$ cat src/rtl/gyro_deadband_angle_integrator_macros.svh
// assertion macros shared by the gyro angle integrator
`ifndef GYRO_DEADBAND_ANGLE_INTEGRATOR_MACROS_SVH
`define GYRO_DEADBAND_ANGLE_INTEGRATOR_MACROS_SVH

// same-cycle implication, checked outside reset
`define GDAI_ASSERT_IMPLY(label, clk, rst_n, ante, cons) \
label: assert property (@(posedge clk) disable iff (!rst_n) (ante) |-> (cons)) \
	else $error("gdai assertion failed");

// next-cycle implication, checked outside reset
`define GDAI_ASSERT_NEXT(label, clk, rst_n, ante, cons) \
label: assert property (@(posedge clk) disable iff (!rst_n) (ante) |=> (cons)) \
	else $error("gdai assertion failed");

`endif

$ cat src/rtl/gdai_pkg.sv
// shared types and constants for the gyro angle integrator
package gdai_pkg;

	localparam int RATE_W    = 16;
	localparam int ANGLE_W   = 16;
	localparam int DB_W      = 16;
	localparam int SCALE_W   = 32;
	localparam int CFG_W     = 32;
	localparam int CFG_IDX_W = 3;
	localparam int PROD_W    = 64;

	localparam logic [DB_W-1:0]    RP_DB_RST  = 16'd100;
	localparam logic [DB_W-1:0]    YAW_DB_RST = 16'd10;
	localparam logic [SCALE_W-1:0] SCALE_RST  = 32'd257698;

	// configuration register indexes
	typedef enum logic [CFG_IDX_W-1:0] {
		CFG_RP_DB     = 3'd0,
		CFG_YAW_DB    = 3'd1,
		CFG_ROLL_OFF  = 3'd2,
		CFG_PITCH_OFF = 3'd3,
		CFG_YAW_OFF   = 3'd4,
		CFG_SCALE     = 3'd5
	} cfg_index_t;

	// stage load enables for the scaling pipeline
	typedef struct packed {
		logic s2_en;
		logic s3_en;
		logic out_en;
	} pipe_ctrl_t;

endpackage

$ cat src/rtl/gdai_scale.sv
// sum times Q0.32 scale in two partial products, then round or truncate and clamp
module gdai_scale #(
	parameter int SUM_WIDTH = 48
) (
	input  logic                                clk,
	input  gdai_pkg::pipe_ctrl_t                ctrl,
	input  logic                                round_half,
	input  logic signed [SUM_WIDTH-1:0]         sum,
	input  logic        [gdai_pkg::SCALE_W-1:0] scale,
	output logic signed [gdai_pkg::ANGLE_W-1:0] angle
);
	import gdai_pkg::*;

	logic [SUM_WIDTH-1:0]     mag;
	logic                     neg_s2;
	logic [PROD_W-1:0]        mag_s2;
	logic                     neg_s3;
	logic [PROD_W-1:0]        lo_s3;
	logic [PROD_W-1:0]        hi_s3;
	logic [PROD_W-1:0]        ip;
	logic signed [ANGLE_W-1:0] angle_next;
	logic signed [ANGLE_W-1:0] angle_q;

	// magnitude of the sum; the most negative value maps to 2^(SUM_WIDTH-1)
	assign mag = sum[SUM_WIDTH-1] ? (SUM_WIDTH'(0) - sum) : sum;

	always_ff @(posedge clk) begin
		if (ctrl.s2_en) begin
			neg_s2 <= sum[SUM_WIDTH-1];
			mag_s2 <= PROD_W'(mag);
		end
	end

	// two 32x32 partial products
	always_ff @(posedge clk) begin
		if (ctrl.s3_en) begin
			neg_s3 <= neg_s2;
			lo_s3  <= PROD_W'(mag_s2[31:0]) * PROD_W'(scale);
			hi_s3  <= PROD_W'(mag_s2[63:32]) * PROD_W'(scale);
		end
	end

	// integer part with optional round up on the top fraction bit
	assign ip = hi_s3 + {32'd0, lo_s3[63:32]} + PROD_W'(round_half & lo_s3[31]);

	// apply sign and clamp to 16 bits
	always_comb begin
		if (neg_s3) begin
			angle_next = (ip > PROD_W'(32768)) ? 16'sh8000 : (16'sd0 - ip[ANGLE_W-1:0]);
		end else begin
			angle_next = (ip > PROD_W'(32767)) ? 16'sh7fff : ip[ANGLE_W-1:0];
		end
	end

	always_ff @(posedge clk) begin
		if (ctrl.out_en) begin
			angle_q <= angle_next;
		end
	end

	assign angle = angle_q;

endmodule

$ cat config.mk
export PLATFORM = sky130hd
export DESIGN_NAME = gdai_scale
export DESIGN_NICKNAME = d
export VERILOG_FILES = /design/src/rtl/gyro_deadband_angle_integrator_macros.svh /design/src/rtl/gdai_pkg.sv /design/src/rtl/gdai_scale.sv
export SDC_FILE = /design/constraint.sdc
export NUM_CORES = 2
export LEC_CHECK = 0
export ABC_AREA = 1
export BUFFER_PORTS_ARGS = -buffer_cell sky130_fd_sc_hd__clkbuf_2
export CAP_MARGIN = 20
export CORE_MARGIN = 2
export CORE_UTILIZATION = 65
export CTS_CLUSTER_DIAMETER = 100
export CTS_CLUSTER_SIZE = 25
export DETAILED_ROUTE_END_ITERATION = 10
export PLACE_DENSITY = 0.91
export SLEW_MARGIN = 20
export SYNTH_ARGS = -nofsm -noshare
export SYNTH_HDL_FRONTEND = slang
export SYNTH_SLANG_ARGS = --single-unit
$ cat constraint.sdc
create_clock -name clk -period 11.3 [get_ports clk]
set_clock_uncertainty 0.2 [all_clocks]
set_input_delay 2.26 -clock clk [delete_from_list [all_inputs] [get_ports clk]]
set_output_delay 2.26 -clock clk [all_outputs]
set_load 0.05 [all_outputs]
Word-level counts from Yosys, hierarchy flattened

Cells that the tools add are included.

Word-level logic and storage cells: 20
Flip-flop bits (word level): 194
Input port bits: 85
Output and inout bits: 16

Add/sub/neg operators: 4
Multiplexer cells: 4
$mul: 2
Bitwise gates (word level): 1
$lt $le $gt $ge: 2

Operators with widths:

| cell                                                                    | number |
|---|---|
| 64-bit by 1-bit adder with 64-bit output                                | 1 |
| 64-bit by 32-bit adder with 64-bit output                               | 1 |
| 64-bit by 15-bit > comparator with 1-bit output (second input constant) | 1 |
| 64-bit by 16-bit > comparator with 1-bit output (second input constant) | 1 |
| 32-bit by 32-bit multiplier with 64-bit output                          | 1 |
| 16-bit by 32-bit multiplier with 48-bit output                          | 1 |
| 16-bit two-way mux                                                      | 3 |
| 1-bit by 48-bit subtractor with 48-bit output (first input constant)    | 1 |
| 47-bit two-way mux                                                      | 1 |
| 1-bit by 16-bit subtractor with 16-bit output (first input constant)    | 1 |
| 1-bit bitwise AND                                                       | 1 |

Depth between registers and ports, before layout

Word-level depth: 5
Mapped depth: 31
Mapped depth without buffers: 30

Worst setup path after synthesis

Ideal clock, no wire load.

Kind: input-to-reg
Start point: input scale[8] (netlist name)
End point: register lo_s3[52], data pin
Arrival: 8.476 ns
Buffers on the path: 2
Setup time: 0.260 ns
Stages on the path: 23
Slack: 2.365 ns
Path through: clkbuf_1 buf_1 nand2_1 fa_1 fa_1 fa_1 fa_1 inv_1 fa_1 fa_1 fa_1 inv_1 fa_1 inv_1 ha_1 a21oi_1 nor2_1 nor2_1 a21boi_0 o31ai_1 a221oi_1 nand2_1 xor2_1

Word-level cells in the longest chain between the ends: 1

Ends and longest elaborated chain:

| what                                           | line             | RTL |
|---|---|---|
| start, declared                                | gdai_scale.sv:9  | `input logic [gdai_pkg::SCALE_W-1:0] scale,` |
| 32-bit by 32-bit multiplier with 64-bit output | gdai_scale.sv:38 | `lo_s3 <= PROD_W'(mag_s2[31:0]) * PROD_W'(scale);` |
| end signal, assigned                           | gdai_scale.sv:38 |  |
| end, declared                                  | gdai_scale.sv:18 | `logic [PROD_W-1:0] lo_s3;` |

Every way passes these cells.
A chain may end at the register's enable or synchronous reset.

Final worst setup path

Start point: input scale[16] (netlist name)
End point: register lo_s3[51], data pin

Same word-level chain as after synthesis.

==> results.json <==
{
  "grt_use_total_pct": 38.6,
  "async_flop_share_pct": 0,
  "clk_latency_ps": 530,
  "num_vias": 51400,
  "timing.fmax_mhz": 106,
  "syn_inst": 7934,
  "io-pin-count": 101,
  "yosys_warnings": 0,
  "synth_cell_types": 53,
  "post_cts_buffers": 0,
  "grt_pass1_vias": 56000,
  "synthesis.nets": 9748,
  "clk_pin_slew_ps": 80,
  "drive_gt1_share_pct": 3.36,
  "worstHoldPathType": "flop to flop",
  "end_kind": "flop",
  "die_h_um": 310,
  "period_needed_ps": 9460,
  "synth.top_cell.area_share_pct": 43.3,
  "dp_hpwl_um": 143000,
  "setup_viol": 0,
  "outcome": "finished clean",
  "cts_tree": "built",
  "wirelength_um": 175000,
  "syn_to_final_growth_pct": 3.44,
  "coreArea_sq_mm": 0.0929,
  "hold_buffers": 0,
  "rsz0062_at_grt": "false",
  "worstSetupStartpointType": "input pin",
  "dieWidth_um": 310,
  "worst_pin_slew_ps": 1040,
  "io_buffer_count": 100,
  "antenna_found_initial": 1,
  "synth.most_common_cell": "inv_1",
  "postRouteAntennaNets": 0,
  "min_period_over_period_pct": 83.7,
  "htreeDepth": 4,
  "viasPerCell": 5.65,
  "finalInstanceArea_sq_mm": 0.0628,
  "critPathArrivalTime_ps": 9520,
  "start_util_pct": 65.4,
  "cts-resized-gates": 0,
  "syn-mean-instance-area_sq_um": 7.66,
  "synth-main-ff-cell": "edfxtp_1",
  "grt_pass1_wl_um": 286000,
  "synth_common_cells": "inv_1 (2435), nand2_1 (2164), fa_1 (1315)",
  "root_buffer": "clkbuf_16",
  "dieArea_sq_mm": 0.0959,
  "cts_buffers": 17,
  "num_rows": 112,
  "place_inst": 9053,
  "fin_cells": 9087,
  "synth_edf_count": 147,
  "nets": 9632,
  "dpl_cell_area_sq_mm": 0.0622,
  "fillers": 6999,
  "cp_data_required_time_ps": 11360,
  "drv_slew": 0,
  "maxCapViolations": 0,
  "grt_overflow": 0,
  "wire_per_inst_um": 19.3,
  "firstDrtPassIters": 6,
  "clk_path_buf_depth": 2,
  "gp_congestion": 1.05,
  "criticalPathCategory": "input pin to flop",
  "cts.sink_count": 147,
  "seq_area_frac_synth_pct": 7.27,
  "hold_slack_ps": 607,
  "cp_max_fo": 28,
  "synth_area_leaders": "fa_1 (43%), inv_1 (15%), nand2_1 (13%)",
  "synth_top_area_cell": "fa_1",
  "final.setup.tns_ps": 0,
  "ys_ff_latch": 147,
  "drt_iter0_drc": 5484,
  "drc": 0,
  "grt_max_degree": 66,
  "timing.slew.headroom_pct": 30.6,
  "syn_area_sq_mm": 0.0608,
  "finalHoldViolCount": 0
}
==> metrics by stage <==
step | setup WS (ps) | util, %
2_1_floorplan | 2360 | -
3_3_place_gp | 1540 | 67.0
3_5_place_dp | 1450 | 67.0
4_1_cts | 2000 | 67.6
5_1_grt | 1550 | 67.6
6_report | 1840 | 67.6
==> worst paths after layout <==
check,startpoint,end,slack (ps),cells past startpoint
hold / removal,neg_s2,neg_s3,610,0
setup reg to reg,mag_s2[16],lo_s3[52],3440,22
hold reg to reg,neg_s2,neg_s3,610,0
setup / recovery,scale[16],lo_s3[51],1840,27
==> metal layers <==
layer | share of wire, % | global-route usage (%) | vias to the layer above | wire (um)
li1 | - | - | 22200 | -
met1 | 35 | 48.3 | 24500 | 60600
met2 | 45 | 60.8 | 3766 | 79200
met3 | 14 | 10.8 | 878 | 24200
met4 | 6.4 | 21.7 | 2 | 11200
met5 | 0.11 | 0 | - | 198
==> state kept, by name, indices dropped and copies added, names as in the netlist <==
register	cells
neg_s2	1
angle	16
lo_s3	33
hi_s3	48
neg_s3	1
mag_s2	48
==> final cells by class <==
cell class              count  area [sq um]  area share (%)
multi-input cells        5029         46000            73.1
clock buffers              17           425           0.677
diodes                      2          5.00         0.00796
flip-flops and latches    147          4410            7.02
well taps                1254          1570            2.50
clock inverters            15           186           0.297
repair buffers            183          1130            1.79
inverters                2440          9160            14.6
==> cells by family (layout without fill, tap and decap cells) <==
| family | Yosys count | count (layout) | share of synthesized area (%) |
|---|---|---|---|
| AOI/OAI and AO/OA | 385 | 385 | 3.54 |
| DFF | 147 | 147 | 7.27 |
| other | 0 | 2 | 0 |
| adders and majority gates | 1729 | 1729 | 51.9 |
| and+or+nand+nor | 2763 | 2763 | 18.0 |
| buffers and inverters | 2758 | 2655 | 17.1 |
| xor gates and xnor gates | 152 | 152 | 2.24 |
==> layout by cell type (no fill, tap or decap), drive strengths merged, types with 40 or more instances in the layout <==
cell / n
fa: 1315
buf: 84
ha: 414
o21ai: 92
nor2: 333
nand3: 121
nand4: 60
inv: 2448
clkbuf: 116
a21oi: 193
edfxtp: 147
xor2: 90
nand2: 2178
xnor2: 62
a31oi: 40
==> critical path, stage by stage <==
cell and delay (ps):
clkbuf_2 510, buf_4 500, nand2_1 170, inv_1 130, fa_1 440, fa_1 510
inv_1 50, fa_1 460, fa_1 530, inv_1 70, fa_1 570, fa_1 440
fa_1 530, inv_1 80, fa_1 480, inv_1 40, ha_1 380, nand2_1 110
nor2_1 150, inv_1 80, nor2_1 170, inv_1 80, nor2_1 180, inv_1 60
o221a_2 240, o21ai_0 150, xor2_1 130
Power is not shown: default switching activity piles up to over one toggle a cycle in this logic, so the estimate is an artifact.
