## src/rtl/gyro_deadband_angle_integrator_macros.svh

```systemverilog
// assertion macros shared by the gyro angle integrator
`ifndef GYRO_DEADBAND_ANGLE_INTEGRATOR_MACROS_SVH
`define GYRO_DEADBAND_ANGLE_INTEGRATOR_MACROS_SVH

// same-cycle implication, checked outside reset
`define GDAI_ASSERT_IMPLY(label, clk, rst_n, ante, cons) \
label: assert property (@(posedge clk) disable iff (!rst_n) (ante) |-> (cons)) \
	else $error("gdai assertion failed");

// next-cycle implication, checked outside reset
`define GDAI_ASSERT_NEXT(label, clk, rst_n, ante, cons) \
label: assert property (@(posedge clk) disable iff (!rst_n) (ante) |=> (cons)) \
	else $error("gdai assertion failed");

`endif

```

## src/rtl/gdai_pkg.sv

```systemverilog
// shared types and constants for the gyro angle integrator
package gdai_pkg;

	localparam int RATE_W    = 16;
	localparam int ANGLE_W   = 16;
	localparam int DB_W      = 16;
	localparam int SCALE_W   = 32;
	localparam int CFG_W     = 32;
	localparam int CFG_IDX_W = 3;
	localparam int PROD_W    = 64;

	localparam logic [DB_W-1:0]    RP_DB_RST  = 16'd100;
	localparam logic [DB_W-1:0]    YAW_DB_RST = 16'd10;
	localparam logic [SCALE_W-1:0] SCALE_RST  = 32'd257698;

	// configuration register indexes
	typedef enum logic [CFG_IDX_W-1:0] {
		CFG_RP_DB     = 3'd0,
		CFG_YAW_DB    = 3'd1,
		CFG_ROLL_OFF  = 3'd2,
		CFG_PITCH_OFF = 3'd3,
		CFG_YAW_OFF   = 3'd4,
		CFG_SCALE     = 3'd5
	} cfg_index_t;

	// stage load enables for the scaling pipeline
	typedef struct packed {
		logic s2_en;
		logic s3_en;
		logic out_en;
	} pipe_ctrl_t;

endpackage

```

## src/rtl/gdai_acc.sv

```systemverilog
// per-axis drift correction, deadband gate and saturating accumulator
module gdai_acc #(
	parameter int SUM_WIDTH = 48
) (
	input  logic                               clk,
	input  logic                               arst_n,
	input  logic                               load,
	input  logic signed [gdai_pkg::RATE_W-1:0] rate,
	input  logic signed [gdai_pkg::RATE_W-1:0] offset,
	input  logic        [gdai_pkg::DB_W-1:0]   deadband,
	output logic signed [SUM_WIDTH-1:0]        sum
);
	import gdai_pkg::*;

	logic signed [RATE_W:0]      corr;
	logic        [RATE_W:0]      corr_mag;
	logic signed [RATE_W:0]      delta;
	logic signed [SUM_WIDTH:0]   sum_ext;
	logic signed [SUM_WIDTH-1:0] sum_next;
	logic signed [SUM_WIDTH-1:0] sum_q;

	// corrected rate at 17 bits, never wraps
	assign corr     = (RATE_W+1)'(rate) + (RATE_W+1)'(offset);
	assign corr_mag = corr[RATE_W] ? ((RATE_W+1)'(0) - corr) : corr;
	assign delta    = (corr_mag < {1'b0, deadband}) ? '0 : corr;

	// saturating add: overflow shows as differing top two bits
	assign sum_ext = (SUM_WIDTH+1)'(sum_q) + (SUM_WIDTH+1)'(delta);
	always_comb begin
		if (sum_ext[SUM_WIDTH] != sum_ext[SUM_WIDTH-1]) begin
			sum_next = {sum_ext[SUM_WIDTH], {(SUM_WIDTH-1){~sum_ext[SUM_WIDTH]}}};
		end else begin
			sum_next = sum_ext[SUM_WIDTH-1:0];
		end
	end

	always_ff @(posedge clk or negedge arst_n) begin
		if (!arst_n) begin
			sum_q <= '0;
		end else if (load) begin
			sum_q <= sum_next;
		end
	end

	assign sum = sum_q;

endmodule

```

## config.mk

```make
export PLATFORM = sky130hd
export DESIGN_NAME = gdai_acc
export DESIGN_NICKNAME = d
export VERILOG_FILES = /design/src/rtl/gyro_deadband_angle_integrator_macros.svh /design/src/rtl/gdai_pkg.sv /design/src/rtl/gdai_acc.sv
export SDC_FILE = /design/constraint.sdc
export NUM_CORES = 1
export LEC_CHECK = 0
export BUFFER_PORTS_ARGS = -buffer_cell sky130_fd_sc_hd__buf_2
export CELL_PAD_IN_SITES_DETAIL_PLACEMENT = 1
export CELL_PAD_IN_SITES_GLOBAL_PLACEMENT = 1
export CORE_MARGIN = 1
export CORE_UTILIZATION = 40
export DETAILED_ROUTE_END_ITERATION = 8
export PLACE_DENSITY = 0.86
export SLEW_MARGIN = 10
export SYNTH_ARGS = -nofsm -noshare
export SYNTH_HDL_FRONTEND = slang
export SYNTH_SLANG_ARGS = --single-unit
```

## constraint.sdc

```tcl
create_clock -name clk -period 3.1 [get_ports clk]
set_input_delay 0 -clock clk [delete_from_list [all_inputs] [get_ports clk]]
set_output_delay 0 -clock clk [all_outputs]
set_load 0.005 [all_outputs]
```

==> results of run 1 <==
-- what timing repair did --
action                                  in CTS
pin swaps                                   32
buffers inserted                            22
hold endpoints to repair                    20
gates cloned                                 4
endpoints found under the setup margin      48
gates resized for setup                     94
hold buffers                                 2
-- routing by layer --
layer | GRT overflow | GRT usage
met5 | 0 | 0.159
met4 | 1 | 0.718
met3 | 0 | 0.534
met2 | 0 | 0.878
met1 | 0 | 0.686
-- kinds of logic after synthesis --
logic type	share of synthesized area
AO/OA/AOI/OAI	0.330
XOR/XNOR	0.0931
adder cells (fa/ha/maj)	0.160
buffers and inverters	0.0493
flip-flops	0.183
multiplexers	0.00514
AND/OR/NAND/NOR	0.179
-- through the flow --
stage                     setup TNS [ns]  hold slack [ns]  std cells  utilization
after CTS                        -179.93            0.205       1375        0.638
after detailed placement         -208.55         -0.00212       1340        0.580
after global placement           -174.68         -0.00720       1340        0.580
after floorplan                  -163.74           -0.296        798            -
==> metrics.cfg, run 1 <==
[synth]
synthArstFlopShare=1.00
syn_area_um2=6570
ys_ff_latch=48
synth_cell_type_count=76
synth_area_leaders=dfrtp_1 (18%), ha_1 (15%), o2bb2ai_2 (9.1%)
syn_inst=798
synth_seq_area_share=0.183
synth_top_area_frac=0.183
synth_ff_type=dfrtp_1
avgSynthCellArea_um2=8.23
synth_nets=931
synth_edf_count=0
yosysWarnings=0
yosysMostFrequentCell=nor2_1
yosys.area.top_type=dfrtp_1
synth_commonest_cells=nor2_1 (90), ha_1 (80), a21oi_1 (70), nand2_1 (57), dfrtp_1 (48)

[run_status]
error=[ERROR GRT-0232] Routing congestion too high. Check the congestion heatmap in the GUI.
status=did not finish
failed_stage=global routing (5_1_grt)

[clock_network]
clockRootBuffer=clkbuf_16
htree_levels=2
numCtsBuffers=5
clockBufferDepth=2
clock_sinks=48

[floorplanning]
ioPinCount=99
die_h_um=130
die_w_um=130
row_count=46
start_util=0.412

[timing]
worstEpCategory=sequential cell input
worst_endpoint=sum[0]$_DFFE_PN0P_/D

[placed_design]
hpwl_um=23700
globalplace.congestion=0.918
port_buffers=98
placed_cell_area_um2=9240
dp_slack_ns=-4.41

[global_route]
overflow=1
grt_max_degree=30
track_usage=0.696

==> inputs of run 2 (changes only) <==
--- a/config.mk
+++ b/config.mk
@@ -6,12 +6,10 @@
 export NUM_CORES = 1
 export LEC_CHECK = 0
 export BUFFER_PORTS_ARGS = -buffer_cell sky130_fd_sc_hd__buf_2
-export CELL_PAD_IN_SITES_DETAIL_PLACEMENT = 1
-export CELL_PAD_IN_SITES_GLOBAL_PLACEMENT = 1
 export CORE_MARGIN = 1
-export CORE_UTILIZATION = 40
+export CORE_UTILIZATION = 25
 export DETAILED_ROUTE_END_ITERATION = 8
-export PLACE_DENSITY = 0.86
+export PLACE_DENSITY_LB_ADDON = 0.15
 export SLEW_MARGIN = 10
 export SYNTH_ARGS = -nofsm -noshare
 export SYNTH_HDL_FRONTEND = slang
==> constraint.sdc (replaced) <==
create_clock -name clk -period 4 [get_ports clk]
set_input_delay 0 -clock clk [delete_from_list [all_inputs] [get_ports clk]]
set_output_delay 0 -clock clk [all_outputs]
set_load 0.005 [all_outputs]
==> run 2 against run 1 <==
Effect of this change: the flow now finishes, with violations (setup timing); synthesized area did not move; synthesized cell count did not move.
==> metrics.cfg, run 2 <==
[clock_network]
clockBufferDepth=2  ; unchanged
numCtsBuffers=5  ; unchanged
cts_tree=yes
clk_pin_slew_ns=0.08
clockRootBuffer=clkbuf_16  ; unchanged
htree_levels=2  ; unchanged
clock_sinks=48  ; unchanged
worstSkewPairLatency_ns=0.31

[global_route]
track_usage=0.164
grt_pass1_wl_um=35200
overflow=0
grt_max_degree=49
grt_pass1_vias=6886
antenna_found_initial=0

[synth]
synthArstFlopShare=1.00  ; unchanged
synth_seq_area_share=0.183  ; unchanged
yosysWarnings=0  ; unchanged
synth_nets=931  ; unchanged
ys_ff_latch=48  ; unchanged
syn_area_um2=6570  ; unchanged
synth_area_leaders=dfrtp_1 (18%), ha_1 (15%), o2bb2ai_2 (9.1%)  ; unchanged
synth_ff_type=dfrtp_1  ; unchanged
synth_top_area_frac=0.183  ; unchanged
syn_inst=798  ; unchanged
yosysMostFrequentCell=nor2_1  ; unchanged
avgSynthCellArea_um2=8.23  ; unchanged
synth_cell_type_count=76  ; unchanged
synth_commonest_cells=nor2_1 (90), ha_1 (80), a21oi_1 (70), nand2_1 (57), dfrtp_1 (48)  ; unchanged
synth_edf_count=0  ; unchanged
yosys.area.top_type=dfrtp_1  ; unchanged

[timing]
grt_setup_unrepaired=yes
setup_slack_ns=-2.43
period_needed_ns=6.43
setup_violations=48
fin_worst_skew_ns=0.00906
worst_pin_slew_ns=0.995
whs_ns=0.339
setup-tns-final_ns=-114.96
fin_crit_sh=1.61
max_slew_margin=0.336
finalMaxSlewViolations=0
clock.fmax_mhz=155
timing.final.hold_violations=0

[floorplanning]
die_w_um=164  ; was 130 µm
start_util=0.258  ; was 0.412
dieArea_um2=26900
die_h_um=164  ; was 130 µm
design.core.area_um2=25500
ioPinCount=99  ; unchanged
row_count=58  ; was 46

[layout]
antennaDiodeCount=0
syn_to_final_growth_pct=55.5
layout_commonest_cell=buf_4
final_cell_mix=buf_4 (269), buf_2 (96), nor2_1 (78)
nNetsFinal=1283
largest_register_ffs=48
drive_gt1_frac=0.452
num-fill-cells=2621

[power_and_ir_drop]
p_per_area_nw_per_um2=739
power.leakage_nw=4.85
ir_drop_v=0.000304

[detailed_routing]
wl_per_cell_um=15.3
drtAntennaViolNets=0
drt_iter0_drc=251
drc=0
drt-total-wl_um=22600
dr.pass1.iters=5
via_per_inst=4.74
vias=7018

[placed_design]
hpwl_um=17900  ; was 23700 µm
globalplace.congestion=0.844  ; was 0.918
port_buffers=98  ; unchanged

[run_status]
violations=setup timing
status=complete, but fails checks  ; was did not finish

[worst_setup_path]
critPathKind=in -> reg
crit_path_end_kind=flop
worst_r2r_endpoint=sum[26]$_DFFE_PN0P_
slowest_delay_ns=0.55
cp-start-kind=primary input
worstReg2RegStart=sum[18]$_DFFE_PN0P_
cp.arrival_ns=6.68
r2r_slack_ns=0.53
reg2regPathDepth=12
slowest_stage=or4_4
path_max_fanout=11
required_ns=4.24

[min_path]
hp-class=in -> async

[run]
cap_viol_max_count=0

run 2: per-layer routing:
layer	part of all wire	vias to the layer above	track usage
met5	0	-	0
met2	0.48	75	0.283
met1	0.49	3282	0.224
li1	-	3652	-
met4	0.0061	0	0.0223
met3	0.025	9	0.0179
run 2: repair_timing:
| item | in CTS | in global routing |
|---|---|---|
| endpoints found under the hold margin | 49 | 0 |
| hold buffers | 2 | 0 |
| buffers inserted | 6 | 10 |
| gates cloned | 0 | 4 |
| endpoints found under the setup margin | 48 | 48 |
| resized for setup | 25 | 55 |
| pin swaps | 14 | 38 |
run 2: through the flow:
stage	std cells	setup WS, ns	util	instance area (µm²)	power (mW)
finish	1481	-2.43	0.401	10200	7.55
global route	1481	-2.76	0.401	10200	8.24
CTS	1468	-2.44	0.383	9750	7.18
detailed placement	1452	-3.00	0.368	9370	6.48
global placement	1452	-2.91	0.368	9370	6.47
floorplan	798	-2.55	-	6630	4.09
run 2: worst max-delay path, delay by kind of cell:
kind / cells / cell delay, ns
simple gates: 8 / 1.99
buf+inv: 5 / 0.60
xor+xnor: 3 / 0.49
compound gates: 13 / 2.53
fa+ha+maj: 4 / 1.04
run 2: how the worst max path moves through the flow:
stage                         start             endpoint  slack [ns]  cells after the start
final                       rate[0]  sum[26]$_DFFE_PN0P_       -2.43                     33
after global routing        rate[0]  sum[27]$_DFFE_PN0P_       -2.76                     34
after CTS                 offset[0]  sum[28]$_DFFE_PN0P_       -2.44                     35
after detailed placement  offset[0]  sum[35]$_DFFE_PN0P_       -3.00                     33
after global placement    offset[0]  sum[36]$_DFFE_PN0P_       -2.91                     33
after floorplan           offset[0]  sum[38]$_DFFE_PN0P_       -2.55                     34
run 2: area by class of cell:
class	instances	area [µm²]	share of cell area
Clock inverter	3	42.5	0.00416
Tap cell	330	413	0.0404
Multi-Input combinational cell	678	5500	0.538
Clock buffer	5	125	0.0122
Sequential cell	48	1200	0.118
Timing Repair Buffer	382	2800	0.274
Inverter	35	131	0.0129
run 2: report_power, final:
part	internal, mW	leakage (nW)	switching (mW)
Sequential	0.733	0.591	0.295
Clock	0.296	0.0798	0.239
Combinational	3.10	4.18	2.89
run 2: logic make-up after synthesis:
kind of cell / share of synthesized area
fa+ha+maj: 0.160
flops: 0.183
buf+inv: 0.0493
simple gates: 0.179
mux: 0.00514
compound gates: 0.330
xor+xnor: 0.0931
Power figures use the tool's default switching activity.
